### src/design/dtfa_pkg.sv
`timescale 1ns / 1ps
// ----------------------------------------------------------------------------
// dtfa_pkg: shared types and constants of the task-file address former
// field widths, register indexes, reset values and the command records
// passed from the front end through the command queue to the back end
// ----------------------------------------------------------------------------
package dtfa_pkg;

  // field widths
  localparam int unsigned BlockW    = 32;
  localparam int unsigned CountW    = 9;
  localparam int unsigned ByteW     = 8;
  localparam int unsigned HeadsW    = 5;
  localparam int unsigned PerCylW   = 13;  // 31 heads * 255 sectors fits
  localparam int unsigned CylW      = 16;
  localparam int unsigned CfgIndexW = 2;
  localparam int unsigned CfgDataW  = 8;

  // geometry and mode constants
  localparam int unsigned       LbaModeBit    = 6;
  localparam logic [HeadsW-1:0] Head15Min     = 5'd8;
  localparam int unsigned       QUEUE_DEPTH   = 4;

  // register reset values
  localparam logic [ByteW-1:0]  DhPrefixReset = 8'hE0;
  localparam logic [HeadsW-1:0] HeadsReset    = 5'd16;
  localparam logic [ByteW-1:0]  SptReset      = 8'd63;

  // configuration register indexes
  typedef enum logic [CfgIndexW-1:0] {
    CFG_DH_PREFIX = 2'd0,
    CFG_HEADS     = 2'd1,
    CFG_SPT       = 2'd2
  } dtfa_cfg_idx_e;

  // task-file fields as formed by the front end
  typedef struct packed {
    logic             count_error;
    logic             chs_mode;        // address fields come from the divider
    logic [ByteW-1:0] sector_byte;
    logic [ByteW-1:0] cylinder_low;
    logic [ByteW-1:0] cylinder_high;
    logic [ByteW-1:0] drive_head_byte;
    logic [ByteW-1:0] count_byte;
    logic             head15_enable;
  } dtfa_fields_t;

  // one classified command waiting for the back end
  typedef struct packed {
    dtfa_fields_t       fields;
    logic [BlockW-1:0]  block;
    logic [PerCylW-1:0] per_cyl;
    logic [ByteW-1:0]   spt;
  } dtfa_cmd_t;

endpackage

### src/design/dtfa_queue.sv
`timescale 1ns / 1ps
// ----------------------------------------------------------------------------
// dtfa_queue: short command queue between front and back end
// register-based circular buffer, first word shown while not empty
// ----------------------------------------------------------------------------
module dtfa_queue
  import dtfa_pkg::*;
#(
  parameter int unsigned Depth = QUEUE_DEPTH
) (
  input  logic      clk_i,
  input  logic      rst_ni,
  input  logic      push_i,
  input  dtfa_cmd_t data_i,
  input  logic      pop_i,
  output dtfa_cmd_t data_o,
  output logic      empty_o,
  output logic      full_o
);

  localparam int unsigned PtrW = (Depth > 1) ? $clog2(Depth) : 1;
  localparam int unsigned CntW = $clog2(Depth + 1);

  dtfa_cmd_t         slot_q [Depth];
  logic [PtrW-1:0]   wr_ptr_q, wr_ptr_d;
  logic [PtrW-1:0]   rd_ptr_q, rd_ptr_d;
  logic [CntW-1:0]   count_q, count_d;

  assign empty_o = (count_q == '0);
  assign full_o  = (count_q == CntW'(Depth));
  assign data_o  = slot_q[rd_ptr_q];

  // pointer and fill count update
  always_comb begin
    wr_ptr_d = wr_ptr_q;
    rd_ptr_d = rd_ptr_q;
    count_d  = count_q;
    if (push_i) begin
      wr_ptr_d = (wr_ptr_q == PtrW'(Depth - 1)) ? '0 : wr_ptr_q + 1'b1;
    end
    if (pop_i) begin
      rd_ptr_d = (rd_ptr_q == PtrW'(Depth - 1)) ? '0 : rd_ptr_q + 1'b1;
    end
    if (push_i && !pop_i) begin
      count_d = count_q + 1'b1;
    end else if (pop_i && !push_i) begin
      count_d = count_q - 1'b1;
    end
  end

  always_ff @(posedge clk_i or negedge rst_ni) begin
    if (!rst_ni) begin
      wr_ptr_q <= '0;
      rd_ptr_q <= '0;
      count_q  <= '0;
    end else begin
      wr_ptr_q <= wr_ptr_d;
      rd_ptr_q <= rd_ptr_d;
      count_q  <= count_d;
    end
  end

  // storage
  always_ff @(posedge clk_i) begin
    if (push_i) begin
      slot_q[wr_ptr_q] <= data_i;
    end
  end

endmodule

### config.mk
export PLATFORM = sky130hd
export DESIGN_NAME = dtfa_queue
export DESIGN_NICKNAME = d
export VERILOG_FILES = /design/src/design/dtfa_pkg.sv /design/src/design/dtfa_queue.sv
export SDC_FILE = /design/constraint.sdc
export NUM_CORES = 1
export LEC_CHECK = 0
export BUFFER_PORTS_ARGS = -buffer_cell sky130_fd_sc_hd__buf_4
export CORE_AREA = 2 2 162 164
export DETAILED_ROUTE_END_ITERATION = 6
export DIE_AREA = 0 0 164 166
export PLACE_DENSITY_LB_ADDON = 0.08
export SYNTH_ARGS = -nofsm -noshare
export SYNTH_HDL_FRONTEND = slang
export SYNTH_SLANG_ARGS = --single-unit
### constraint.sdc
create_clock -name clk_i -period 3.87 [get_ports clk_i]
set_input_delay 0 -clock clk_i [delete_from_list [all_inputs] [get_ports clk_i]]
set_output_delay 0 -clock clk_i [all_outputs]
set_load 0.005 [all_outputs]
==> impl_metrics.toml <==
[sta]
fmax_mhz = 370
setup_violations = 0
fin_crit_ns = 2.70
worstMarginPinSlew_ns = 0.956
slew_headroom = 0.363
maxSlewViolCount = 0
grt_setup_unrepaired = "no"
hold_viol_final = 0
final.setup_skew_ns = 0.00998
finalCritPeriodShare = 0.699
setup_total_negative_slack_ns = 0

[routing]
totalWireLength_um = 26400
drt_pre_antenna_iters = 5
drt_iter0_drcs = 512
detailroute.via_count = 6734
avgViaCountPerCell = 5.49
detail_route.wl_per_cell_um = 21.6
route.antenna.remaining_nets = 0
detail_route.drc_violations = 0

[clocking]
postCtsSetupBuffers = 0
root_buffer = "sky130_fd_sc_hd__clkbuf_16"
cts_sinks = 391
clk_slew_on_worst_s_h_paths_ns = 0.06
cts_tree = "built"
cts_htree_levels = 2
cts_max_path_buffers = 3
cts-resized-gates = 0
clock_network_latency_to_the_later_pin_of_the_worst_skew_pair_ns = 0.51
cts-buffers-inserted = 38

[logic_synthesis]
portion_of_the_post_synthesis_area_used_by_sequential_elements = 0.821
synth_seq_cells = 391
synth_top_area_share = 0.809
ys_warn_count = 0
yosys.cell_count.top_type = "sky130_fd_sc_hd__edfxtp_1"
synth_top_flop_cell = "sky130_fd_sc_hd__edfxtp_1"
synth_nets = 646
syn_area_um2 = 14300
async_reset_ff_frac = 0.0179
synthTopCellsByCount = "384 x sky130_fd_sc_hd__edfxtp_1, 96 x sky130_fd_sc_hd__mux4_2, 7 x sky130_fd_sc_hd__buf_2, 7 x sky130_fd_sc_hd__dfrtp_1"
post_synth.cell_area_avg_um2 = 26.5
synth_largest_area_cell = "sky130_fd_sc_hd__edfxtp_1"
synth_edf_count = 384
postSynthCellCount = 539
yosysUniqueCellTypes = 21
synth_area_leaders = "sky130_fd_sc_hd__edfxtp_1 81%, sky130_fd_sc_hd__mux4_2 15%, sky130_fd_sc_hd__dfrtp_1 1.2%"

[global_route]
gr-usage-all-layers = 0.200
first_pass_grt_wire_length_um = 40900
first_global_vias = 7289
grt_start_max_net_pins = 59
grt_overflow = 0
grt_antenna_before_repair = 0

[die]
die_area_um2 = 27200
placementRows = 59
floorplan.core_area_um2 = 25600
start_util = 0.557
die_h_um = 166
io_pins = 198
floorplan.die.width_um = 164

[placed_design]
hpwlAfterDp_um = 15300
placedCellCount = 1058
place.gp.congestion = 0.728
port-buffer-count = 197

[critical_path]
endpoint_kind = "primary output"
critPathRequiredTime_ns = 3.87
critical-path-top-cell-by-count = "sky130_fd_sc_hd__buf_4"
r2r.worst_path.cells = 4
ordered_cell_list_for_the_critical_path = "buf_4, mux4_2, buf_4"
critical_path.top_delay_family = "flip-flops"
worstPathMaxFanout = 33
capture_instance_of_the_worst_register_to_register_path = "slot_q[0][51]$_DFFE_PP_"
max_stage_delay_ns = 0.88
worst_setup_path_start_kind = "register"
setup.worst_path.class = "register to primary output"
cp.buffers_inverters = 2
critPathSlowestCell = "sky130_fd_sc_hd__dfrtp_4"
regToRegSetupSlack_ns = 1.68
worst_flop_to_flop_path_startpoint = "wr_ptr_q[0]$_DFFE_PN0P_"
crit_arrival_ns = 2.70

[cells_and_area]
area_growth_pct = 28.7
n_antenna_cell = 0
layoutNonFillerInstCount = 1226
nets = 970
final_layout_size_suffix_gt1_frac = 0.407

[hold_path]
whs_endpoint = "slot_q[2][17]$_DFFE_PP_"
min-delay-start = "data_i[17]"
worst_hold_path_type = "input port to register"
worstHoldPathCells = 2

[power_and_ir_drop]
cellPowerDensity_nw_per_um2 = 700
power_leakage_nw = 6.35
max-vdd-ir-drop_mv = 0.443

[run]
timing.max_cap.violations = 0

[outcome]
outcome = "finished, final reports clean"
[worst max-delay path by stage]
stage | startpoint | end | slack [ns] | depth (start not counted)
after floorplan | wr_ptr_q[0]$_DFFE_PN0P_ | slot_q[2][0]$_DFFE_PP_ | 0.56 | 3
after global placement | rd_ptr_q[0]$_DFFE_PN0P_ | data_o[89] | 1.63 | 3
after detailed placement | rd_ptr_q[0]$_DFFE_PN0P_ | data_o[89] | 1.63 | 3
after CTS | rd_ptr_q[0]$_DFFE_PN0P_ | data_o[89] | 1.07 | 3
after global routing | rd_ptr_q[0]$_DFFE_PN0P_ | data_o[54] | 0.97 | 3
final | rd_ptr_q[0]$_DFFE_PN0P_ | data_o[54] | 1.17 | 3
[cell families (layout without fill, tap and decap cells)]
kind of cell,Yosys count,after routing,share of synthesized area
adders and majority gates,7,7,0.00667
muxes,99,99,0.154
AOI/OAI and AO/OA,2,2,0.000702
DFF,391,391,0.821
xor gates and xnor gates,3,3,0.00184
buffers and inverters,26,378,0.0120
and+or+nand+nor,11,11,0.00395
[routing by layer]
layer,share of wire,up-vias,GRT usage,wire length (µm)
li1,-,2975,-,-
met1,0.41,3503,0.275,10900
met2,0.51,218,0.331,13400
met3,0.061,38,0.0435,1610
met4,0.021,0,0.0564,563
met5,0,-,0,0
[timing repair]
action                                  CTS  global route
hold buffers                            100             0
hold endpoints to repair                396             0
endpoints found under the setup margin    0             0
[power breakdown]
group          leakage [nW]  switching, W  internal, W  total, W
clock                 0.583       0.00143      0.00206   0.00349
sequential             3.61      0.000384      0.00543   0.00582
combinational          2.16       0.00151      0.00202   0.00353
total                  6.35       0.00332      0.00951    0.0128
[state kept, by name, summed over array words and instances (netlist names)]
| signal | count |
|---|---|
| slot_q | 384 |
| count_q | 3 |
| wr_ptr_q | 2 |
| rd_ptr_q | 2 |
[layout by cell type, fill, tap and decap left out, drive strengths merged, types with 4 or more instances in the layout]
master,instances
edfxtp,384
buf,206
dlygate4sd3,100
mux4,96
clkbuf,50
clkinv,14
dfrtp,7
ha,6
inv,4
and2,4
[through the flow]
stage,hold slack (ns),total power (W),worst slack (ns),utilization,instance area [µm²]
floorplan,-0.296,0.00778,0.560,-,14300
global placement,-0.185,0.00937,1.63,0.630,16200
detailed placement,-0.182,0.00944,1.63,0.630,16200
CTS,0.209,0.0130,1.07,0.716,18300
global route,0.222,0.0134,0.969,0.716,18300
finish,0.228,0.0128,1.17,0.716,18300
[final cells by class]
class	count	area, µm²
clock buffers	50	1060
clock inverters	18	136
repair buffers	306	2610
fillers	1530	7270
flip-flops and latches	391	11700
multi-input cells	122	2390
well taps	335	419
inverters	4	15.0
No activity file was read; power rests on OpenSTA's default activity.
