--- config.mk ---
export PLATFORM = sky130hd
export DESIGN_NAME = dtfa_back
export DESIGN_NICKNAME = d
export VERILOG_FILES = /design/src/design/dtfa_pkg.sv /design/src/design/dtfa_div.sv /design/src/design/dtfa_back.sv
export SDC_FILE = /design/constraint.sdc
export NUM_CORES = 2
export LEC_CHECK = 0
export BUFFER_PORTS_ARGS = -buffer_cell sky130_fd_sc_hd__buf_2
export CORE_ASPECT_RATIO = 0.5
export CORE_MARGIN = 10
export CORE_UTILIZATION = 25
export CTS_BUF_LIST = sky130_fd_sc_hd__clkbuf_4 sky130_fd_sc_hd__clkbuf_8
export DETAILED_ROUTE_END_ITERATION = 7
export MAX_ROUTING_LAYER = met4
export PLACE_DENSITY = 0.42
export SYNTH_ARGS = -nofsm -noshare
export SYNTH_HDL_FRONTEND = slang
export SYNTH_MEMORY_MAX_BITS = 65536
export SYNTH_SLANG_ARGS = --single-unit
export TNS_END_PERCENT = 50
--- constraint.sdc ---
create_clock -name clk_i -period 202.2 [get_ports clk_i]
set_input_delay 20.22 -clock clk_i [delete_from_list [all_inputs] [get_ports clk_i]]
set_output_delay 20.22 -clock clk_i [all_outputs]
set_load 0.02 [all_outputs]
--- src/design/dtfa_pkg.sv ---
`timescale 1ns / 1ps
// ----------------------------------------------------------------------------
// dtfa_pkg: shared types and constants of the task-file address former
// field widths, register indexes, reset values and the command records
// passed from the front end through the command queue to the back end
// ----------------------------------------------------------------------------
package dtfa_pkg;

  // field widths
  localparam int unsigned BlockW    = 32;
  localparam int unsigned CountW    = 9;
  localparam int unsigned ByteW     = 8;
  localparam int unsigned HeadsW    = 5;
  localparam int unsigned PerCylW   = 13;  // 31 heads * 255 sectors fits
  localparam int unsigned CylW      = 16;
  localparam int unsigned CfgIndexW = 2;
  localparam int unsigned CfgDataW  = 8;

  // geometry and mode constants
  localparam int unsigned       LbaModeBit    = 6;
  localparam logic [HeadsW-1:0] Head15Min     = 5'd8;
  localparam int unsigned       QUEUE_DEPTH   = 4;

  // register reset values
  localparam logic [ByteW-1:0]  DhPrefixReset = 8'hE0;
  localparam logic [HeadsW-1:0] HeadsReset    = 5'd16;
  localparam logic [ByteW-1:0]  SptReset      = 8'd63;

  // configuration register indexes
  typedef enum logic [CfgIndexW-1:0] {
    CFG_DH_PREFIX = 2'd0,
    CFG_HEADS     = 2'd1,
    CFG_SPT       = 2'd2
  } dtfa_cfg_idx_e;

  // task-file fields as formed by the front end
  typedef struct packed {
    logic             count_error;
    logic             chs_mode;        // address fields come from the divider
    logic [ByteW-1:0] sector_byte;
    logic [ByteW-1:0] cylinder_low;
    logic [ByteW-1:0] cylinder_high;
    logic [ByteW-1:0] drive_head_byte;
    logic [ByteW-1:0] count_byte;
    logic             head15_enable;
  } dtfa_fields_t;

  // one classified command waiting for the back end
  typedef struct packed {
    dtfa_fields_t       fields;
    logic [BlockW-1:0]  block;
    logic [PerCylW-1:0] per_cyl;
    logic [ByteW-1:0]   spt;
  } dtfa_cmd_t;

endpackage

--- src/design/dtfa_div.sv ---
`timescale 1ns / 1ps
// ----------------------------------------------------------------------------
// dtfa_div: pipelined restoring divider
// one quotient bit per stage, side data travels alongside, the whole
// pipeline holds while the enable is low
// ----------------------------------------------------------------------------
module dtfa_div #(
  parameter int unsigned DividendW = 32,
  parameter int unsigned DivisorW  = 13,
  parameter int unsigned SideW     = 1
) (
  input  logic                 clk_i,
  input  logic                 rst_ni,
  input  logic                 en_i,
  input  logic                 valid_i,
  input  logic [DividendW-1:0] dividend_i,
  input  logic [DivisorW-1:0]  divisor_i,
  input  logic [SideW-1:0]     side_i,
  output logic                 valid_o,
  output logic [DividendW-1:0] quotient_o,
  output logic [DivisorW-1:0]  remainder_o,
  output logic [SideW-1:0]     side_o
);

  logic [DividendW-1:0] valid_q;
  logic [DivisorW-1:0]  rem_q  [DividendW];
  logic [DividendW-1:0] acc_q  [DividendW];  // dividend shifts out, quotient in
  logic [DivisorW-1:0]  dvs_q  [DividendW];
  logic [SideW-1:0]     side_q [DividendW];

  for (genvar k = 0; k < DividendW; k++) begin : g_stage
    logic                 src_valid;
    logic [DivisorW-1:0]  src_rem;
    logic [DividendW-1:0] src_acc;
    logic [DivisorW-1:0]  src_dvs;
    logic [SideW-1:0]     src_side;
    logic [DivisorW:0]    trial;
    logic [DivisorW:0]    diff;
    logic                 take;
    logic [DivisorW-1:0]  rem_d;
    logic [DividendW-1:0] acc_d;

    // stage source
    if (k == 0) begin : g_first
      assign src_valid = valid_i;
      assign src_rem   = '0;
      assign src_acc   = dividend_i;
      assign src_dvs   = divisor_i;
      assign src_side  = side_i;
    end else begin : g_next
      assign src_valid = valid_q[k-1];
      assign src_rem   = rem_q[k-1];
      assign src_acc   = acc_q[k-1];
      assign src_dvs   = dvs_q[k-1];
      assign src_side  = side_q[k-1];
    end

    // one restoring step
    assign trial = {src_rem, src_acc[DividendW-1]};
    assign take  = (trial >= {1'b0, src_dvs});
    assign diff  = trial - {1'b0, src_dvs};
    assign rem_d = take ? diff[DivisorW-1:0] : trial[DivisorW-1:0];
    assign acc_d = {src_acc[DividendW-2:0], take};

    always_ff @(posedge clk_i or negedge rst_ni) begin
      if (!rst_ni) begin
        valid_q[k] <= 1'b0;
      end else if (en_i) begin
        valid_q[k] <= src_valid;
      end
    end

    always_ff @(posedge clk_i) begin
      if (en_i) begin
        rem_q[k]  <= rem_d;
        acc_q[k]  <= acc_d;
        dvs_q[k]  <= src_dvs;
        side_q[k] <= src_side;
      end
    end
  end

  assign valid_o     = valid_q[DividendW-1];
  assign quotient_o  = acc_q[DividendW-1];
  assign remainder_o = rem_q[DividendW-1];
  assign side_o      = side_q[DividendW-1];

endmodule

--- src/design/dtfa_back.sv ---
`timescale 1ns / 1ps
// ----------------------------------------------------------------------------
// dtfa_back: chs conversion pipeline and result register
// cylinder = block / (heads * spt), then head and sector from the
// remainder divided by spt; lba and error commands pass through unchanged
// ----------------------------------------------------------------------------
module dtfa_back
  import dtfa_pkg::*;
(
  input  logic         clk_i,
  input  logic         rst_ni,
  input  logic         in_valid_i,
  output logic         in_ready_o,
  input  dtfa_cmd_t    cmd_i,
  input  logic         pop_i,
  output logic         empty_o,
  output dtfa_fields_t result_o
);

  typedef struct packed {
    dtfa_fields_t     fields;
    logic [ByteW-1:0] spt;
  } dtfa_side1_t;

  typedef struct packed {
    dtfa_fields_t    fields;
    logic [CylW-1:0] cylinder;
  } dtfa_side2_t;

  localparam int unsigned Side1W = $bits(dtfa_side1_t);
  localparam int unsigned Side2W = $bits(dtfa_side2_t);

  logic               en;
  dtfa_side1_t        side1_in, side1_out;
  dtfa_side2_t        side2_in, side2_out;
  logic               div1_valid, div2_valid;
  logic [BlockW-1:0]  cyl_quo;
  logic [PerCylW-1:0] cyl_rem;
  logic [PerCylW-1:0] head_quo;
  logic [ByteW-1:0]   sec_rem;
  dtfa_fields_t       result_d, result_q;
  logic               out_valid_q, out_valid_d;

  // the pipeline moves whenever the result register is free or being taken
  assign en         = !out_valid_q || pop_i;
  assign in_ready_o = en;

  // cylinder division
  assign side1_in.fields = cmd_i.fields;
  assign side1_in.spt    = cmd_i.spt;

  dtfa_div #(
    .DividendW (BlockW),
    .DivisorW  (PerCylW),
    .SideW     (Side1W)
  ) u_div_cyl (
    .clk_i       (clk_i),
    .rst_ni      (rst_ni),
    .en_i        (en),
    .valid_i     (in_valid_i),
    .dividend_i  (cmd_i.block),
    .divisor_i   (cmd_i.per_cyl),
    .side_i      (side1_in),
    .valid_o     (div1_valid),
    .quotient_o  (cyl_quo),
    .remainder_o (cyl_rem),
    .side_o      (side1_out)
  );

  // head and sector division
  assign side2_in.fields   = side1_out.fields;
  assign side2_in.cylinder = cyl_quo[CylW-1:0];

  dtfa_div #(
    .DividendW (PerCylW),
    .DivisorW  (ByteW),
    .SideW     (Side2W)
  ) u_div_head (
    .clk_i       (clk_i),
    .rst_ni      (rst_ni),
    .en_i        (en),
    .valid_i     (div1_valid),
    .dividend_i  (cyl_rem),
    .divisor_i   (side1_out.spt),
    .side_i      (side2_in),
    .valid_o     (div2_valid),
    .quotient_o  (head_quo),
    .remainder_o (sec_rem),
    .side_o      (side2_out)
  );

  // final field selection
  always_comb begin
    result_d = side2_out.fields;
    if (side2_out.fields.chs_mode) begin
      result_d.sector_byte     = sec_rem + 1'b1;
      result_d.cylinder_low    = side2_out.cylinder[7:0];
      result_d.cylinder_high   = side2_out.cylinder[15:8];
      result_d.drive_head_byte = side2_out.fields.drive_head_byte | head_quo[ByteW-1:0];
    end
  end

  // result register
  assign out_valid_d = en ? div2_valid : out_valid_q;

  always_ff @(posedge clk_i or negedge rst_ni) begin
    if (!rst_ni) begin
      out_valid_q <= 1'b0;
    end else begin
      out_valid_q <= out_valid_d;
    end
  end

  always_ff @(posedge clk_i) begin
    if (en) begin
      result_q <= result_d;
    end
  end

  assign empty_o  = !out_valid_q;
  assign result_o = result_q;

endmodule

==> PnR_summary.wiki <==
{| class="wikitable"
! Metric !! Value
|-
| DP Area || about 170,000 µm²
|-
| Clock-pin slew on the worst setup and hold paths || ~0.06 ns
|-
| Detailed router's first-iteration violation count || 4,326
|-
| Type of the most critical hold path || reg -> reg
|-
| Setup TNS Final || 0 ns
|-
| Period utilization || 20.4%
|-
| Worst-case headroom to the max-slew limit || between 20 and 25%
|-
| Wire length of the first global-routing pass || 404,000 µm
|-
| Post-synthesis async set-or-reset flop share || between 1 and 1.5%
|-
| CP delay by family, top || buffers and inverters
|-
| Fin area || between 150,000 and 200,000 µm²
|-
| Total via count in the routed design || approximately 70,000
|-
| HP Start || u_div_head.side_q[1][18]$_DFFE_PP_
|-
| Clock latency on the worst-skew pair || between 1 and 1.5 ns
|-
| Number of cells on the worst reg-to-reg path || 9
|-
| Share of cells above drive strength 1 || between 15 and 20%
|-
| Critical Path Most Common Cell || buf_2
|-
| Sequential share of the synthesized area || about four fifths
|-
| Number of remaining DRC errors || 0
|-
| Largest fanout on the critical path || 4
|-
| CTS tree || yes
|-
| First-pass iteration count of the detailed router || 5
|-
| Storage element area || ~130,000 µm²
|-
| Number of enable-type register cells in the synthesized netlist || approximately 4,200
|-
| Endpoint of the worst register-to-register path || u_div_head.side_q[1][264]$_DFFE_PP_
|-
| Power Dens Cells || about 14 nW/µm²
|-
| Most instantiated cells after synthesis || edfxtp_1, inv_1, ha_1, nand2_1, o21ai_0
|-
| Worst hold path stage count || 0
|-
| Post-route insts no fill || between 15,000 and 20,000
|-
| Area growth from synthesis to layout || 15.3%
|-
| Maximum root-to-sink buffer count || 5
|-
| Maximum number of pins on one net before global-route repair || 183
|-
| Via count of the first global-routing pass || approximately 75,000
|-
| Origin of the critical flop-to-flop path || out_valid_q$_DFFE_PN0P_
|-
| Kind of end point of the critical path || primary output
|-
| Die outline area || 666,000 µm²
|-
| Number of antenna violations at the first check in global routing || 16
|-
| Maximum single-stage delay on the critical path || 0.29 ns
|-
| Arrival time at the worst endpoint || 20.97 ns
|-
| Least-Margin Pin Slew || approximately 1.1 ns
|-
| Vertical die dimension || roughly 580 µm
|-
| Placed insts || between 15,000 and 20,000
|-
| Unique cell type count in the Yosys netlist || 80
|-
| RSZ-0062 raised after global routing || false
|-
| Gate count after technology mapping || between 8,000 and 9,000
|-
| Highest attainable clock frequency || 0.0243 GHz
|-
| Footprint of the multi-input gates || ~28,000 µm²
|-
| Aggregate routed wire length || ~250,000 µm
|-
| Top flip-flop cell by instance count after synthesis || edfxtp_1
|-
| CTS buffer count || about 660
|-
| Worst path required time || approximately 180 ns
|-
| Final min period || 41.19 ns
|-
| CTS H-Tree Depth || 6
|-
| Buffers plus inverters on the worst setup path || 2
|-
| Grt total ovfl || 0
|-
| Pins Over Slew Limit || 0
|-
| Vias per std cell || 3.84
|-
| Post-synthesis register bit count || 4,253
|-
| Flop2flop setup slack || roughly 190 ns
|-
| Final standard cell utilization of the core || 28.9%
|-
| IO Count || 145
|-
| Finish-stage setup viols || 0
|-
| Buffer type at the clock tree root || clkbuf_8
|-
| Overall die width || 1140 µm
|-
| Number of max-cap violations || 0
|-
| Top area cells in the synthesized netlist || edfxtp_1, ha_1, mux2_2
|-
| Top-count cell post-synth || edfxtp_1
|-
| Worst IR Drop VDD || just over 0.005 mV
|-
| Number of nets in the layout || 10,014
|-
| Critical setup path kind || in -> out
|-
| Cell area after technology mapping || between 150,000 and 200,000 µm²
|-
| Cell with the largest stage delay on the worst path || nand2b_4
|-
| Top cell type by total area after synthesis || edfxtp_1
|-
| Std-Cell Rows || between 200 and 250
|-
| Core box area || between 600,000 and 700,000 µm²
|-
| Port-buffer cells || 144
|-
| Post-cts repair resize count || 0
|-
| All-Layer GR Usage || 7.64%
|-
| Average wire per cell in the routed design || around 14 µm
|-
| Half-perimeter wire length of the detailed placement result || between 150,000 and 200,000 µm
|-
| Destination of the worst hold path || u_div_head.side_q[1][77]$_DFFE_PP_
|-
| Status || finished clean
|-
| Number of warnings issued by yosys || 0
|-
| Initial core utilization || roughly 25%
|-
| Kind of start point of the critical path || input pin
|-
| Hold Fails Final Rpt || 0
|-
| Leakage power || roughly 66 nW
|-
| Worst-path cell chain || buf_2 -> nand2b_4 -> buf_2
|-
| Proportion of netlist area held by the largest area contributor || between 70 and 80%
|-
| Mean Syn Cell Area || around 18 µm²
|-
| Max Clock Skew || 0.0762 ns
|-
| Number of post-CTS setup repair buffers || 0
|-
| Remaining number of nets flagged by the antenna check after routing || 0
|-
| Post-Syn Nets || a little over 9,000
|-
| Number of fillers in the final layout || 61,940
|-
| Sink Count || around 4,300
|-
| Routability congestion estimate from global placement || about 0.78
|-
| Hold Buf Count CTS || 0
|}
## layer usage
| metal | global-route usage (%) | wire length, µm |
|---|---|---|
| met5 | - | 0 |
| met4 | 3.38 | 9830 |
| met3 | 2.32 | 12900 |
| met2 | 12.0 | 118000 |
| met1 | 9.02 | 112000 |
## registers in the layout, summed over array words and instances, names as in the netlist
signal	flops
u_div_head.valid_o	1
u_div_cyl.dvs_q	403
u_div_head.g_stage.src_valid	12
u_div_cyl.side_q	1632
u_div_cyl.valid_o	1
u_div_head.acc_q	114
u_div_head.rem_q	104
result_o	43
u_div_head.dvs_q	96
u_div_head.side_q	767
out_valid_q	1
u_div_cyl.g_stage.src_valid	31
u_div_cyl.acc_q	632
u_div_cyl.rem_q	416
## report_power, final
group / switching, mW / leakage [nW] / total [mW] / internal [mW]
Combinational: 0.337 / 17.0 / 0.605 / 0.268
Sequential: 0.0624 / 42.8 / 1.26 / 1.20
Clock: 0.337 / 6.56 / 0.702 / 0.365
Total: 0.736 / 66.4 / 2.56 / 1.83
## worst reg2reg max path, cell delays in order (launching register included)
cell and delay [ns]:
dfrtp_1 0.41, nand2b_4 0.30, buf_4 0.26, buf_12 0.56
buf_4 0.84, buf_4 0.80, buf_4 0.93, buf_4 0.92
buf_4 0.86, buf_4 0.97
## layout make-up
class                           count  area share [%]
Multi-Input combinational cell   3575            15.3
Antenna cell                       18          0.0247
Inverter                          663            1.37
Tap cell                         8424            5.79
Sequential cell                  4253            70.0
Clock buffer                      890            5.97
Timing Repair Buffer              217           0.745
Clock inverter                    249           0.874
## worst max-delay path by stage
stage | from | endpoint | slack [ns] | depth (start not counted)
2_1_floorplan | pop_i | in_ready_o | 48.11 | 3
3_3_place_gp | pop_i | in_ready_o | 160.86 | 3
4_1_cts | pop_i | in_ready_o | 160.86 | 3
6_report | pop_i | in_ready_o | 161.01 | 3
5_1_grt | pop_i | in_ready_o | 160.90 | 3
3_5_place_dp | pop_i | in_ready_o | 160.87 | 3
## cells by family (layout without fill, tap and decap cells)
logic type	count (synthesis)	after routing	share of synthesized area (%)
buf+inv	735	2019	1.79
other cells	0	18	0
simple gates	1121	1121	3.45
fa+ha+maj	547	547	4.54
flops	4253	4253	80.7
compound gates	1168	1168	4.78
mux	389	389	2.80
xor+xnor	350	350	1.94
## metrics by stage
step	total power [mW]	hold slack (ns)	setup slack (ns)
after floorplan	2.15	0.400	48.11
after global routing	2.75	0.308	160.90
after detailed placement	1.89	0.405	160.87
after CTS	2.62	0.322	160.86
final	2.56	0.343	161.01
after global placement	1.87	0.400	160.86
## placed cells by master (no fill, tap or decap), drive strengths merged, types with 46 or more instances in the layout
master and count:
edfxtp 4207, clkbuf 890, inv 682, ha 504
o21ai 357, nand2 352, mux2 326, nor2 269
a21oi 265, buf 217, clkinv 198, xnor2 186
a21o 168, xor2 164, nor2b 97, nor3 93
nand2b 67, mux2i 63, nand3 62, nand4 56
o21a 51, o31ai 51, dfrtp 46
No activity file was read; power rests on OpenSTA's default activity.
