<file path="src/design/dtfa_pkg.sv">
`timescale 1ns / 1ps
// ----------------------------------------------------------------------------
// dtfa_pkg: shared types and constants of the task-file address former
// field widths, register indexes, reset values and the command records
// passed from the front end through the command queue to the back end
// ----------------------------------------------------------------------------
package dtfa_pkg;

  // field widths
  localparam int unsigned BlockW    = 32;
  localparam int unsigned CountW    = 9;
  localparam int unsigned ByteW     = 8;
  localparam int unsigned HeadsW    = 5;
  localparam int unsigned PerCylW   = 13;  // 31 heads * 255 sectors fits
  localparam int unsigned CylW      = 16;
  localparam int unsigned CfgIndexW = 2;
  localparam int unsigned CfgDataW  = 8;

  // geometry and mode constants
  localparam int unsigned       LbaModeBit    = 6;
  localparam logic [HeadsW-1:0] Head15Min     = 5'd8;
  localparam int unsigned       QUEUE_DEPTH   = 4;

  // register reset values
  localparam logic [ByteW-1:0]  DhPrefixReset = 8'hE0;
  localparam logic [HeadsW-1:0] HeadsReset    = 5'd16;
  localparam logic [ByteW-1:0]  SptReset      = 8'd63;

  // configuration register indexes
  typedef enum logic [CfgIndexW-1:0] {
    CFG_DH_PREFIX = 2'd0,
    CFG_HEADS     = 2'd1,
    CFG_SPT       = 2'd2
  } dtfa_cfg_idx_e;

  // task-file fields as formed by the front end
  typedef struct packed {
    logic             count_error;
    logic             chs_mode;        // address fields come from the divider
    logic [ByteW-1:0] sector_byte;
    logic [ByteW-1:0] cylinder_low;
    logic [ByteW-1:0] cylinder_high;
    logic [ByteW-1:0] drive_head_byte;
    logic [ByteW-1:0] count_byte;
    logic             head15_enable;
  } dtfa_fields_t;

  // one classified command waiting for the back end
  typedef struct packed {
    dtfa_fields_t       fields;
    logic [BlockW-1:0]  block;
    logic [PerCylW-1:0] per_cyl;
    logic [ByteW-1:0]   spt;
  } dtfa_cmd_t;

endpackage

</file>
<file path="src/design/dtfa_front.sv">
`timescale 1ns / 1ps
// ----------------------------------------------------------------------------
// dtfa_front: configuration registers and command classifier
// holds the geometry registers and turns each incoming transaction into a
// command record: zero-count check, lba byte split or chs divisor set-up
// ----------------------------------------------------------------------------
module dtfa_front
  import dtfa_pkg::*;
(
  input  logic                 clk_i,
  input  logic                 rst_ni,
  input  logic                 cfg_valid_i,
  input  logic [CfgIndexW-1:0] cfg_index_i,
  input  logic [CfgDataW-1:0]  cfg_data_i,
  input  logic [BlockW-1:0]    block_number_i,
  input  logic [CountW-1:0]    sector_count_i,
  output dtfa_cmd_t            cmd_o
);

  logic [ByteW-1:0]   dh_prefix_q, dh_prefix_d;
  logic [HeadsW-1:0]  heads_q, heads_d;
  logic [ByteW-1:0]   spt_q, spt_d;
  logic [HeadsW-1:0]  heads_eff;
  logic [ByteW-1:0]   spt_eff;
  logic               lba_mode;
  logic               count_zero;

  // register writes
  always_comb begin
    dh_prefix_d = dh_prefix_q;
    heads_d     = heads_q;
    spt_d       = spt_q;
    if (cfg_valid_i) begin
      case (cfg_index_i)
        CFG_DH_PREFIX: dh_prefix_d = cfg_data_i;
        CFG_HEADS:     heads_d     = cfg_data_i[HeadsW-1:0];
        CFG_SPT:       spt_d       = cfg_data_i;
        default:       ;
      endcase
    end
  end

  always_ff @(posedge clk_i or negedge rst_ni) begin
    if (!rst_ni) begin
      dh_prefix_q <= DhPrefixReset;
      heads_q     <= HeadsReset;
      spt_q       <= SptReset;
    end else begin
      dh_prefix_q <= dh_prefix_d;
      heads_q     <= heads_d;
      spt_q       <= spt_d;
    end
  end

  // zero geometry is treated as one in the division
  assign heads_eff  = (heads_q == '0) ? HeadsW'(1) : heads_q;
  assign spt_eff    = (spt_q == '0) ? ByteW'(1) : spt_q;
  assign lba_mode   = dh_prefix_q[LbaModeBit];
  assign count_zero = (sector_count_i == '0);

  // classify the command
  always_comb begin
    cmd_o.block   = block_number_i;
    cmd_o.spt     = spt_eff;
    cmd_o.per_cyl = {{(PerCylW-HeadsW){1'b0}}, heads_eff}
                  * {{(PerCylW-ByteW){1'b0}}, spt_eff};
    cmd_o.fields  = '0;
    if (count_zero) begin
      cmd_o.fields.count_error = 1'b1;
    end else begin
      cmd_o.fields.count_byte    = sector_count_i[ByteW-1:0];
      cmd_o.fields.head15_enable = (heads_q >= Head15Min);
      if (lba_mode) begin
        cmd_o.fields.sector_byte     = block_number_i[7:0];
        cmd_o.fields.cylinder_low    = block_number_i[15:8];
        cmd_o.fields.cylinder_high   = block_number_i[23:16];
        cmd_o.fields.drive_head_byte = dh_prefix_q | {4'b0, block_number_i[27:24]};
      end else begin
        cmd_o.fields.chs_mode        = 1'b1;
        cmd_o.fields.drive_head_byte = dh_prefix_q;
      end
    end
  end

endmodule

</file>
<file path="config.mk">
export PLATFORM = sky130hd
export DESIGN_NAME = dtfa_front
export DESIGN_NICKNAME = d
export VERILOG_FILES = /design/src/design/dtfa_pkg.sv /design/src/design/dtfa_front.sv
export SDC_FILE = /design/constraint.sdc
export NUM_CORES = 1
export LEC_CHECK = 0
export BUFFER_PORTS_ARGS = -buffer_cell sky130_fd_sc_hd__buf_4
export CORE_MARGIN = 2
export CORE_UTILIZATION = 34
export DETAILED_ROUTE_END_ITERATION = 7
export PLACE_DENSITY = 0.67
export SLEW_MARGIN = 20
export SYNTH_ARGS = -nofsm -noshare
export SYNTH_HDL_FRONTEND = slang
export SYNTH_SLANG_ARGS = --single-unit
</file>
<file path="constraint.sdc">
create_clock -name clk_i -period 4.25 [get_ports clk_i]
set_clock_uncertainty 0.1 [all_clocks]
set_input_delay 0.6375 -clock clk_i [delete_from_list [all_inputs] [get_ports clk_i]]
set_output_delay 0.6375 -clock clk_i [all_outputs]
set_load 0.02 [all_outputs]
</file>
==> results.cfg, run 1 <==
[status]
status = finished with violations
violations = negative setup slack

[finish]
area.growth.synth_to_final_pct = 52.31
final_cell_mix = buf_4, and2_1, inv_1
fill_cells = 743
nets = 511
final_common_cell = buf_4
seqCellArea_sq_um = 538.0
fin_util = 0.5263
layoutNonFillerInstCount = 519
multiInputGateArea_sq_mm = 0.001884
antenna_cells = 0
drive_above_1_share = 0.5875
fin_area_sq_mm = 0.004004

[route]
dr.pass1.iters = 4
drc = 0
vias = 2317
drt_iter0_drc = 75
ant_nets = 0
viasPerCell = 4.464
wl_per_cell_um = 13.17
routed_wl_um = 6833

[critical_path]
worstPathArrival_ps = 4010
slowest_stage = dfstp_2
r2r-end = heads_q[2]
critPathRequiredTime_ps = 3510
crit_fanout = 6
path_depth = 14
timing_worst_setup_path_type = flip-flop to output pin
reg2reg_slack_ps = 3180
cp.buffers_inverters = 3
crit_family = adder cells
reg2reg_depth = 2
crit_start = spt_q[3]
critPathCaptureType = output pin
critical_path.cell_chain = nor4_4 -> a21oi_2 -> inv_2 -> nand2_2 -> fa_2 -> fa_2 -> fa_1 -> inv_2 -> ha_4 -> a21o_4 -> a211oi_1 -> a311oi_1 -> xor2_1 -> buf_4
start_kind = flip-flop
max_stage_delay_ps = 610
r2r_start = heads_q[2]
crit_end = cmd_o[20]

[sta]
fin_ws_ps = -492.8
fmax_mhz = 210.8
finalHoldViolations = 0
worstMarginPinSlew_ps = 750.5
timing.final.max_slew_violations = 0
min_period_ps = 4743
whs_ps = 138.9
finalSetupViolations = 8
setup_tns_ps = -2353
post-route-period-util = 1.116
slew_headroom = 0.4974
grt_setup_unrepaired = true

[placed_design]
placed_cell_area_sq_mm = 0.003792
placedCellCount = 512
dp_slack_ps = -290.7
port_buffers = 141
post-dp-hpwl_um = 5738
gp_congestion = 0.7937

[synth]
synth_flop_cell = dfrtp_1
syn_nets = 386
synth_top_cell_area_share = 0.1371
ys_ff_latch = 21
syn_area_sq_mm = 0.002629
synth-edff-count = 0
synth_area_leader_cell = fa_1
yosysUniqueCellTypes = 34
ys_top_cells_by_area = fa_1, and2_1, dfrtp_1
async_reset_ff_frac = 1.000
ys_seq_area_frac = 0.2047
syn_inst = 293
syn_avg_cell_area_sq_um = 8.972
ys_warn_count = 0

[worst_hold_path]
worstHoldPathType = input port to asynchronous set/reset pin

[pwr]
powerDensity_mw_per_mm2 = 688.0
combPwrFrac = 0.846
swShare = 0.4755
pwr-share-clk = 0.047
p_switching_mw = 1.310
internal_power_mw = 1.445
seqPwrFrac = 0.107
vdd_drop_max_uv = 337.9
leakage_nw = 2.028
p_total_mw = 2.755

[global_route]
grt_max_degree = 26
grt_pass1_vias = 2359
grt_pass1_wl_um = 11160
overflow = 0
grt_usage = 0.1587
grt_antenna_before_repair = 0

[clock_tree]
cts-buffers-inserted = 3
cts_tree = yes
clock-sinks = 21
clock_path_buffers = 2
insertion_delay_ps = 260
cts_max_level = 1
clkSlewWorstSetupHoldPaths_ps = 80
root_buffer = clkbuf_8

[floorplan]
core_area_sq_mm = 0.007607
die-area_sq_mm = 0.008451
fp.dieW_um = 91.93
rows = 32
io_pins = 150
die_y_um = 91.93
initial_core_util = 0.3456

[flow_run]
drv_cap = 0
power by group through the flow:
stage / clock network (mW) / logic, mW / registers, mW
floorplan: 0 / 1.38 / 0.282
global placement: 0 / 2.11 / 0.290
detailed placement: 0 / 2.14 / 0.292
CTS: 0.134 / 2.31 / 0.293
global route: 0.143 / 2.55 / 0.303
finish: 0.130 / 2.33 / 0.295
worst min-delay path by stage:
stage,startpoint,end,depth (start not counted)
final,rst_ni,heads_q[0],1
after global routing,rst_ni,dh_prefix_q[4],1
after CTS,rst_ni,heads_q[0],1
after detailed placement,dh_prefix_q[4],dh_prefix_q[4],1
after global placement,dh_prefix_q[4],dh_prefix_q[4],1
after floorplan,rst_ni,dh_prefix_q[0],0
worst register-to-register path: cells and delay by family (launching register included):
kind / cells / cell delay (ps)
buf+inv: 1 / 170
flops: 1 / 430
mux: 1 / 250
synth_stat cells, types with 2 or more instances:
library cell and count:
a21o_1 3, a21oi_1 10, and2_1 47, and3_1 4, buf_2 3, buf_4 33, clkbuf_1 18, dfrtp_1 11
dfstp_2 10, fa_1 18, ha_1 21, inv_1 26, mux2_2 21, nand2_1 17, nand3_1 2, nand3b_1 2
nor2_1 13, nor2b_1 8, nor3_1 2, nor4_1 2, o2111ai_1 2, xnor2_1 5, xor2_1 4
cells by family (layout without fill, tap and decap cells):
kind of cell / Yosys count / in the layout / share of synthesized area
AOI/OAI and AO/OA: 21 / 21 / 0.05236
xor gates and xnor gates: 9 / 9 / 0.02998
adders and majority gates: 39 / 39 / 0.2370
buffers and inverters: 80 / 204 / 0.1628
DFF: 21 / 21 / 0.2047
muxes: 21 / 21 / 0.08996
and+or+nand+nor: 102 / 102 / 0.2232
routing by layer:
layer  GRT usage  part of all wire
met2      0.2549              0.49
met4     0.02488            0.0070
met1      0.2319              0.46
met5           0                 0
met3     0.02219             0.041
state kept, by name (all words and copies together), names as in the netlist:
signal / flops
heads_q: 5
dh_prefix_q: 8
spt_q: 8
cell type report:
cell class | count | area share
Tap cell | 102 | 0.03187
Sequential cell | 21 | 0.1344
Timing Repair Buffer | 174 | 0.3272
Multi-Input combinational cell | 192 | 0.4706
Clock inverter | 1 | 0.001250
Clock buffer | 3 | 0.01031
Inverter | 26 | 0.02437
repair_timing:
action,CTS,global route
setup endpoints to repair,8,8
setup buffers,2,1
pin swaps,14,8
gates resized for setup,19,7
hold buffers,0,0
Power figures use the tool's default switching activity.
==> inputs of run 2 (changes only) <==
--- a/config.mk
+++ b/config.mk
@@ -6,10 +6,12 @@
 export NUM_CORES = 1
 export LEC_CHECK = 0
 export BUFFER_PORTS_ARGS = -buffer_cell sky130_fd_sc_hd__buf_4
+export CELL_PAD_IN_SITES_DETAIL_PLACEMENT = 1
+export CELL_PAD_IN_SITES_GLOBAL_PLACEMENT = 1
 export CORE_MARGIN = 2
-export CORE_UTILIZATION = 34
+export CORE_UTILIZATION = 29
 export DETAILED_ROUTE_END_ITERATION = 7
-export PLACE_DENSITY = 0.67
+export PLACE_DENSITY_LB_ADDON = 0.1
 export SLEW_MARGIN = 20
 export SYNTH_ARGS = -nofsm -noshare
 export SYNTH_HDL_FRONTEND = slang
==> run 2 against run 1 <==
Net effect:
- the run still ends with negative setup slack left
- worst hold slack gained 5.0 ps
- critical path type unchanged
- sequential power is essentially flat
- wire length grew 16%
- critical endpoint is now cmd_o[16]
- fmax grew 1.4%
- highest routed layer unchanged
==> results.cfg, run 2 (synthesized netlist as in run 1, its figures left out) <==
[clock_tree]
clock-sinks = 21
cts-buffers-inserted = 3
cts_max_level = 1
hold_buffers = 0
insertion_delay_ps = 260
root_buffer = clkbuf_8
cts_tree = yes
clkSlewWorstSetupHoldPaths_ps = 80
clock_path_buffers = 2

[floorplan]
rows = 34
core_area_sq_mm = 0.008763
die_y_um = 99.21
die-area_sq_mm = 0.009843
io_pins = 150
fp.dieW_um = 99.21
initial_core_util = 0.3000

[finish]
multiInputGateArea_sq_mm = 0.001908
reg_top3 = dh_prefix_q: 8 flops, spt_q: 8 flops, heads_q: 5 flops
nets = 522
fin_area_sq_mm = 0.004131
final_common_cell = buf_4
final_cell_mix = buf_4, and2_1, inv_1
seqCellArea_sq_um = 538.0
area.growth.synth_to_final_pct = 57.16
fill_cells = 1036
antenna_cells = 0
drive_above_1_share = 0.6121
fin_util = 0.4714

[route]
dr.pass1.iters = 3
ant_nets = 0
vias = 2405
wl_per_cell_um = 14.75
drc = 0
drt_iter0_drc = 35
viasPerCell = 4.487
routed_wl_um = 7907

[sta]
finalHoldViolations = 0
setup_tns_ps = -2668
timing.final.max_slew_violations = 0
slew_headroom = 0.5095
grt_setup_unrepaired = true
fin_ws_ps = -425.4
worstMarginPinSlew_ps = 732.5
min_period_ps = 4675
finalSetupViolations = 8
post-route-period-util = 1.100
fmax_mhz = 213.9

[global_route]
grt_usage = 0.1579
grt_max_degree = 26
grt_pass1_vias = 2585
grt_antenna_before_repair = 0
grt_pass1_wl_um = 12970
overflow = 0

[critical_path]
start_kind = flip-flop
worstPathArrival_ps = 3940
r2r_start = spt_q[3]
timing_worst_setup_path_type = flip-flop to output pin
crit_fanout = 5
reg2reg_depth = 4
critPathRequiredTime_ps = 3510
critPathCaptureType = output pin
r2r-end = spt_q[3]
reg2reg_slack_ps = 3030

[pwr]
powerDensity_mw_per_mm2 = 721.4
vdd_drop_max_uv = 513.8
leakage_nw = 2.090

[placed_design]
gp_congestion = 0.7377
dp_slack_ps = -302.0
placed_cell_area_sq_mm = 0.003847
post-dp-hpwl_um = 6606
port_buffers = 141

[flow_run]
drv_cap = 0

[worst_hold_path]
worstHoldPathType = input port to asynchronous set/reset pin

[status]
violations = negative setup slack
status = finished with violations
## run 2: cell types whose count changed in the layout (fill, tap and decap cells not counted), moves of 3 or more
cell and change:
and2_1 -3, and2_4 +3, buf_4 +8, buf_6 +3
## run 2: timing repair
item,in CTS,in global routing
pin swaps,18,15
resized for setup,27,10
setup buffers,6,3
endpoints found under the setup margin,8,9
## run 2: layout make-up
class	count	area share
Clock buffer	3	0.009994
Tap cell	108	0.03271
Sequential cell	21	0.1302
Inverter	26	0.02362
Multi-Input combinational cell	192	0.4618
Clock inverter	1	0.001817
Timing Repair Buffer	185	0.3398
## run 2: how the worst max path moves through the flow
| stage | start | endpoint | cells past startpoint |
|---|---|---|---|
| floorplan | spt_q[3] | cmd_o[18] | 13 |
| global placement | spt_q[5] | cmd_o[18] | 14 |
| global route | spt_q[3] | cmd_o[18] | 14 |
| CTS | spt_q[3] | cmd_o[18] | 14 |
| detailed placement | spt_q[5] | cmd_o[18] | 14 |
| finish | spt_q[3] | cmd_o[16] | 14 |
## run 2: stage by stage
step	hold WS, ps	cells	power (mW)
final	143.9	536	2.981
after global routing	145.3	536	3.250
after CTS	143.5	534	2.929
after detailed placement	402.8	524	2.527
after global placement	386.7	524	2.495
after floorplan	241.9	293	1.657
## run 2: critical path, cell delays in order, from the launching register on
cell       delay (ps)
dfstp_2           610
nor4_4             60
a21oi_2           210
inv_2              70
nand2_2            60
fa_1              420
fa_2              540
fa_1              420
inv_2              80
ha_4              190
a21o_4            220
a2111oi_4         330
buf_4             180
xnor2_2           100
buf_4             160
## run 2: routing by layer
metal | global-route usage | vias up | part of all wire
li1 | - | 1169 | -
met3 | 0.02038 | 6 | 0.060
met1 | 0.2061 | 1150 | 0.42
met2 | 0.2833 | 80 | 0.52
met5 | 0 | - | 0
met4 | 0.02634 | 0 | 0.0077
## run 2: where the power goes
part	internal, mW	switching [mW]	leakage, nW
sequential	0.252	0.0452	0.235
combinational	1.27	1.28	1.83
clock	0.0662	0.0695	0.0217
==> inputs of run 3 (changes only) <==
--- a/config.mk
+++ b/config.mk
@@ -8,6 +8,7 @@
 export BUFFER_PORTS_ARGS = -buffer_cell sky130_fd_sc_hd__buf_4
 export CELL_PAD_IN_SITES_DETAIL_PLACEMENT = 1
 export CELL_PAD_IN_SITES_GLOBAL_PLACEMENT = 1
+export CORE_ASPECT_RATIO = 0.5
 export CORE_MARGIN = 2
 export CORE_UTILIZATION = 29
 export DETAILED_ROUTE_END_ITERATION = 7
==> run 3 against run 2 <==
Net effect:
- die area rose by 0.47%
- total power rose by 4.2%
- critical path depth did not move
- non-clock buffer count fell by 2
- utilization rose by 0.56 points
- sequential cell count did not move
- cell area rose by 1.2%
- final cell count rose by 1.3%
- largest power group unchanged
- highest routed layer unchanged
- first-iteration DRC count fell by 29%
- the run still ends with negative setup slack left
- worst hold slack improved by 16 ps
- register-to-register slack improved by 110 ps
==> results.cfg, run 3 (synthesized netlist as in run 1, its figures left out) <==
[status]
status = finished with violations
violations = negative setup slack

[sta]
whs_ps = 160.0
slew_headroom = 0.5356
post-route-period-util = 1.104
fmax_mhz = 213.1
finalSetupViolations = 9
worstMarginPinSlew_ps = 693.5
grt_setup_unrepaired = true
fin_ws_ps = -441.8
min_period_ps = 4692
finalHoldViolations = 0
timing.final.max_slew_violations = 0

[route]
routed.top_layer = met4
ant_nets = 0
viasPerCell = 4.453
vias = 2418
drc = 0
routed_wl_um = 8041
met1Wirelength_um = 3297
dr.pass1.iters = 3
route.met3.wl_um = 486
drt_iter0_drc = 25
wl_per_cell_um = 14.81
dr_wl_met2_um = 4224

[finish]
drive_above_1_share = 0.6009
nets = 520
area.growth.synth_to_final_pct = 59.11
layoutNonFillerInstCount = 543
antenna_cells = 0
fill_cells = 1028
reg_top3 = dh_prefix_q: 8 flops, spt_q: 8 flops, heads_q: 5 flops
final_common_cell = buf_4
final_cell_mix = buf_4, and2_1, inv_1

[pwr]
powerDensity_mw_per_mm2 = 742.3
swShare = 0.4583
vdd_drop_max_uv = 379.1
internal_power_mw = 1.682
combPwrFrac = 0.842
pwr-share-clk = 0.062
seqPwrFrac = 0.096
leakage_nw = 2.113
p_switching_mw = 1.423

[floorplan]
initial_core_util = 0.2998
die_y_um = 71.33
fp.dieW_um = 138.6
rows = 24
core_area_sq_mm = 0.008768
die-area_sq_mm = 0.009889
io_pins = 150

[placed_design]
post-dp-hpwl_um = 7009
placedCellCount = 528
gp_congestion = 0.7898
port_buffers = 141

[critical_path]
critPathRequiredTime_ps = 3510
timing_worst_setup_path_type = flip-flop to output pin
worstPathArrival_ps = 3950
critPathCaptureType = output pin
start_kind = flip-flop
crit_fanout = 5

[global_route]
grt_pass1_vias = 2670
grt_max_degree = 26
grt_usage = 0.1570
grt_pass1_wl_um = 12830
grt_antenna_before_repair = 0
overflow = 0

[clock_tree]
clock-sinks = 21
insertion_delay_ps = 250
root_buffer = clkbuf_16
cts-buffers-inserted = 3
cts_max_level = 1
clock_path_buffers = 2
cts_tree = yes
hold_buffers = 0
clkSlewWorstSetupHoldPaths_ps = 50

[flow_run]
drv_cap = 0

[worst_hold_path]
worstHoldPathType = input port to asynchronous set/reset pin
[run 3: path summary, 6_finish.rpt]
kind	from	slack, ps	end	depth (start not counted)
max	spt_q[3]	-440	cmd_o[20]	14
min	rst_ni	160	dh_prefix_q[3]	1
max reg2reg	spt_q[3]	3140	spt_q[3]	3
min reg2reg	dh_prefix_q[4]	410	dh_prefix_q[4]	1
max in group asynchronous	rst_ni	3620	heads_q[4]	1
min in group clk_i	dh_prefix_q[4]	410	dh_prefix_q[4]	1
[run 3: cell type report]
type	count	area (sq um)	area share
sequential	21	538.0	0.1286
clock buffer	4	78.83	0.01885
multi-input combinational	192	1903	0.4550
tap	117	146.4	0.03500
timing repair buffer	183	1419	0.3392
inverter	26	97.59	0.02333
[run 3: power by group through the flow]
| stage | logic (mW) | clock network [mW] | registers (mW) |
|---|---|---|---|
| after floorplan | 1.38 | 0 | 0.282 |
| after global placement | 2.18 | 0 | 0.289 |
| after detailed placement | 2.24 | 0 | 0.292 |
| after CTS | 2.37 | 0.201 | 0.292 |
| after global routing | 2.85 | 0.210 | 0.304 |
| final | 2.62 | 0.193 | 0.297 |
[run 3: timing repair]
item | in CTS | in global routing
setup endpoints to repair | 8 | 9
setup buffers | 5 | 6
pin swaps | 10 | 12
resized for setup | 13 | 28
[run 3: critical path, cell delays in order (launching register included)]
cell and delay [ps]:
dfstp_2 590, nor4_4 60, a21oi_2 200, inv_2 70
nand2_2 60, fa_1 440, fa_2 540, fa_1 420
inv_2 80, ha_4 200, a21o_4 230, a211oi_1 290
a311oi_1 160, xor2_1 190, buf_4 170
[run 3: through the flow]
step / power (mW) / util / setup TNS, ps / area, sq um / worst slack (ps)
2_1_floorplan: 1.657 / - / -434.7 / 2713 / -194.1
3_3_place_gp: 2.474 / 0.4355 / -842.6 / 3819 / -236.8
3_5_place_dp: 2.531 / 0.4355 / -1422 / 3819 / -308.0
4_1_cts: 2.858 / 0.4566 / -2514 / 4004 / -400.8
5_1_grt: 3.364 / 0.4770 / -4075 / 4183 / -542.3
6_report: 3.105 / 0.4770 / -2890 / 4183 / -441.8
[run 3: layer usage]
layer  up-vias  global-route usage
met4         0             0.02020
met1      1153              0.1800
met2        91              0.3196
met5         -                   0
met3         4             0.02607
li1       1170                   -
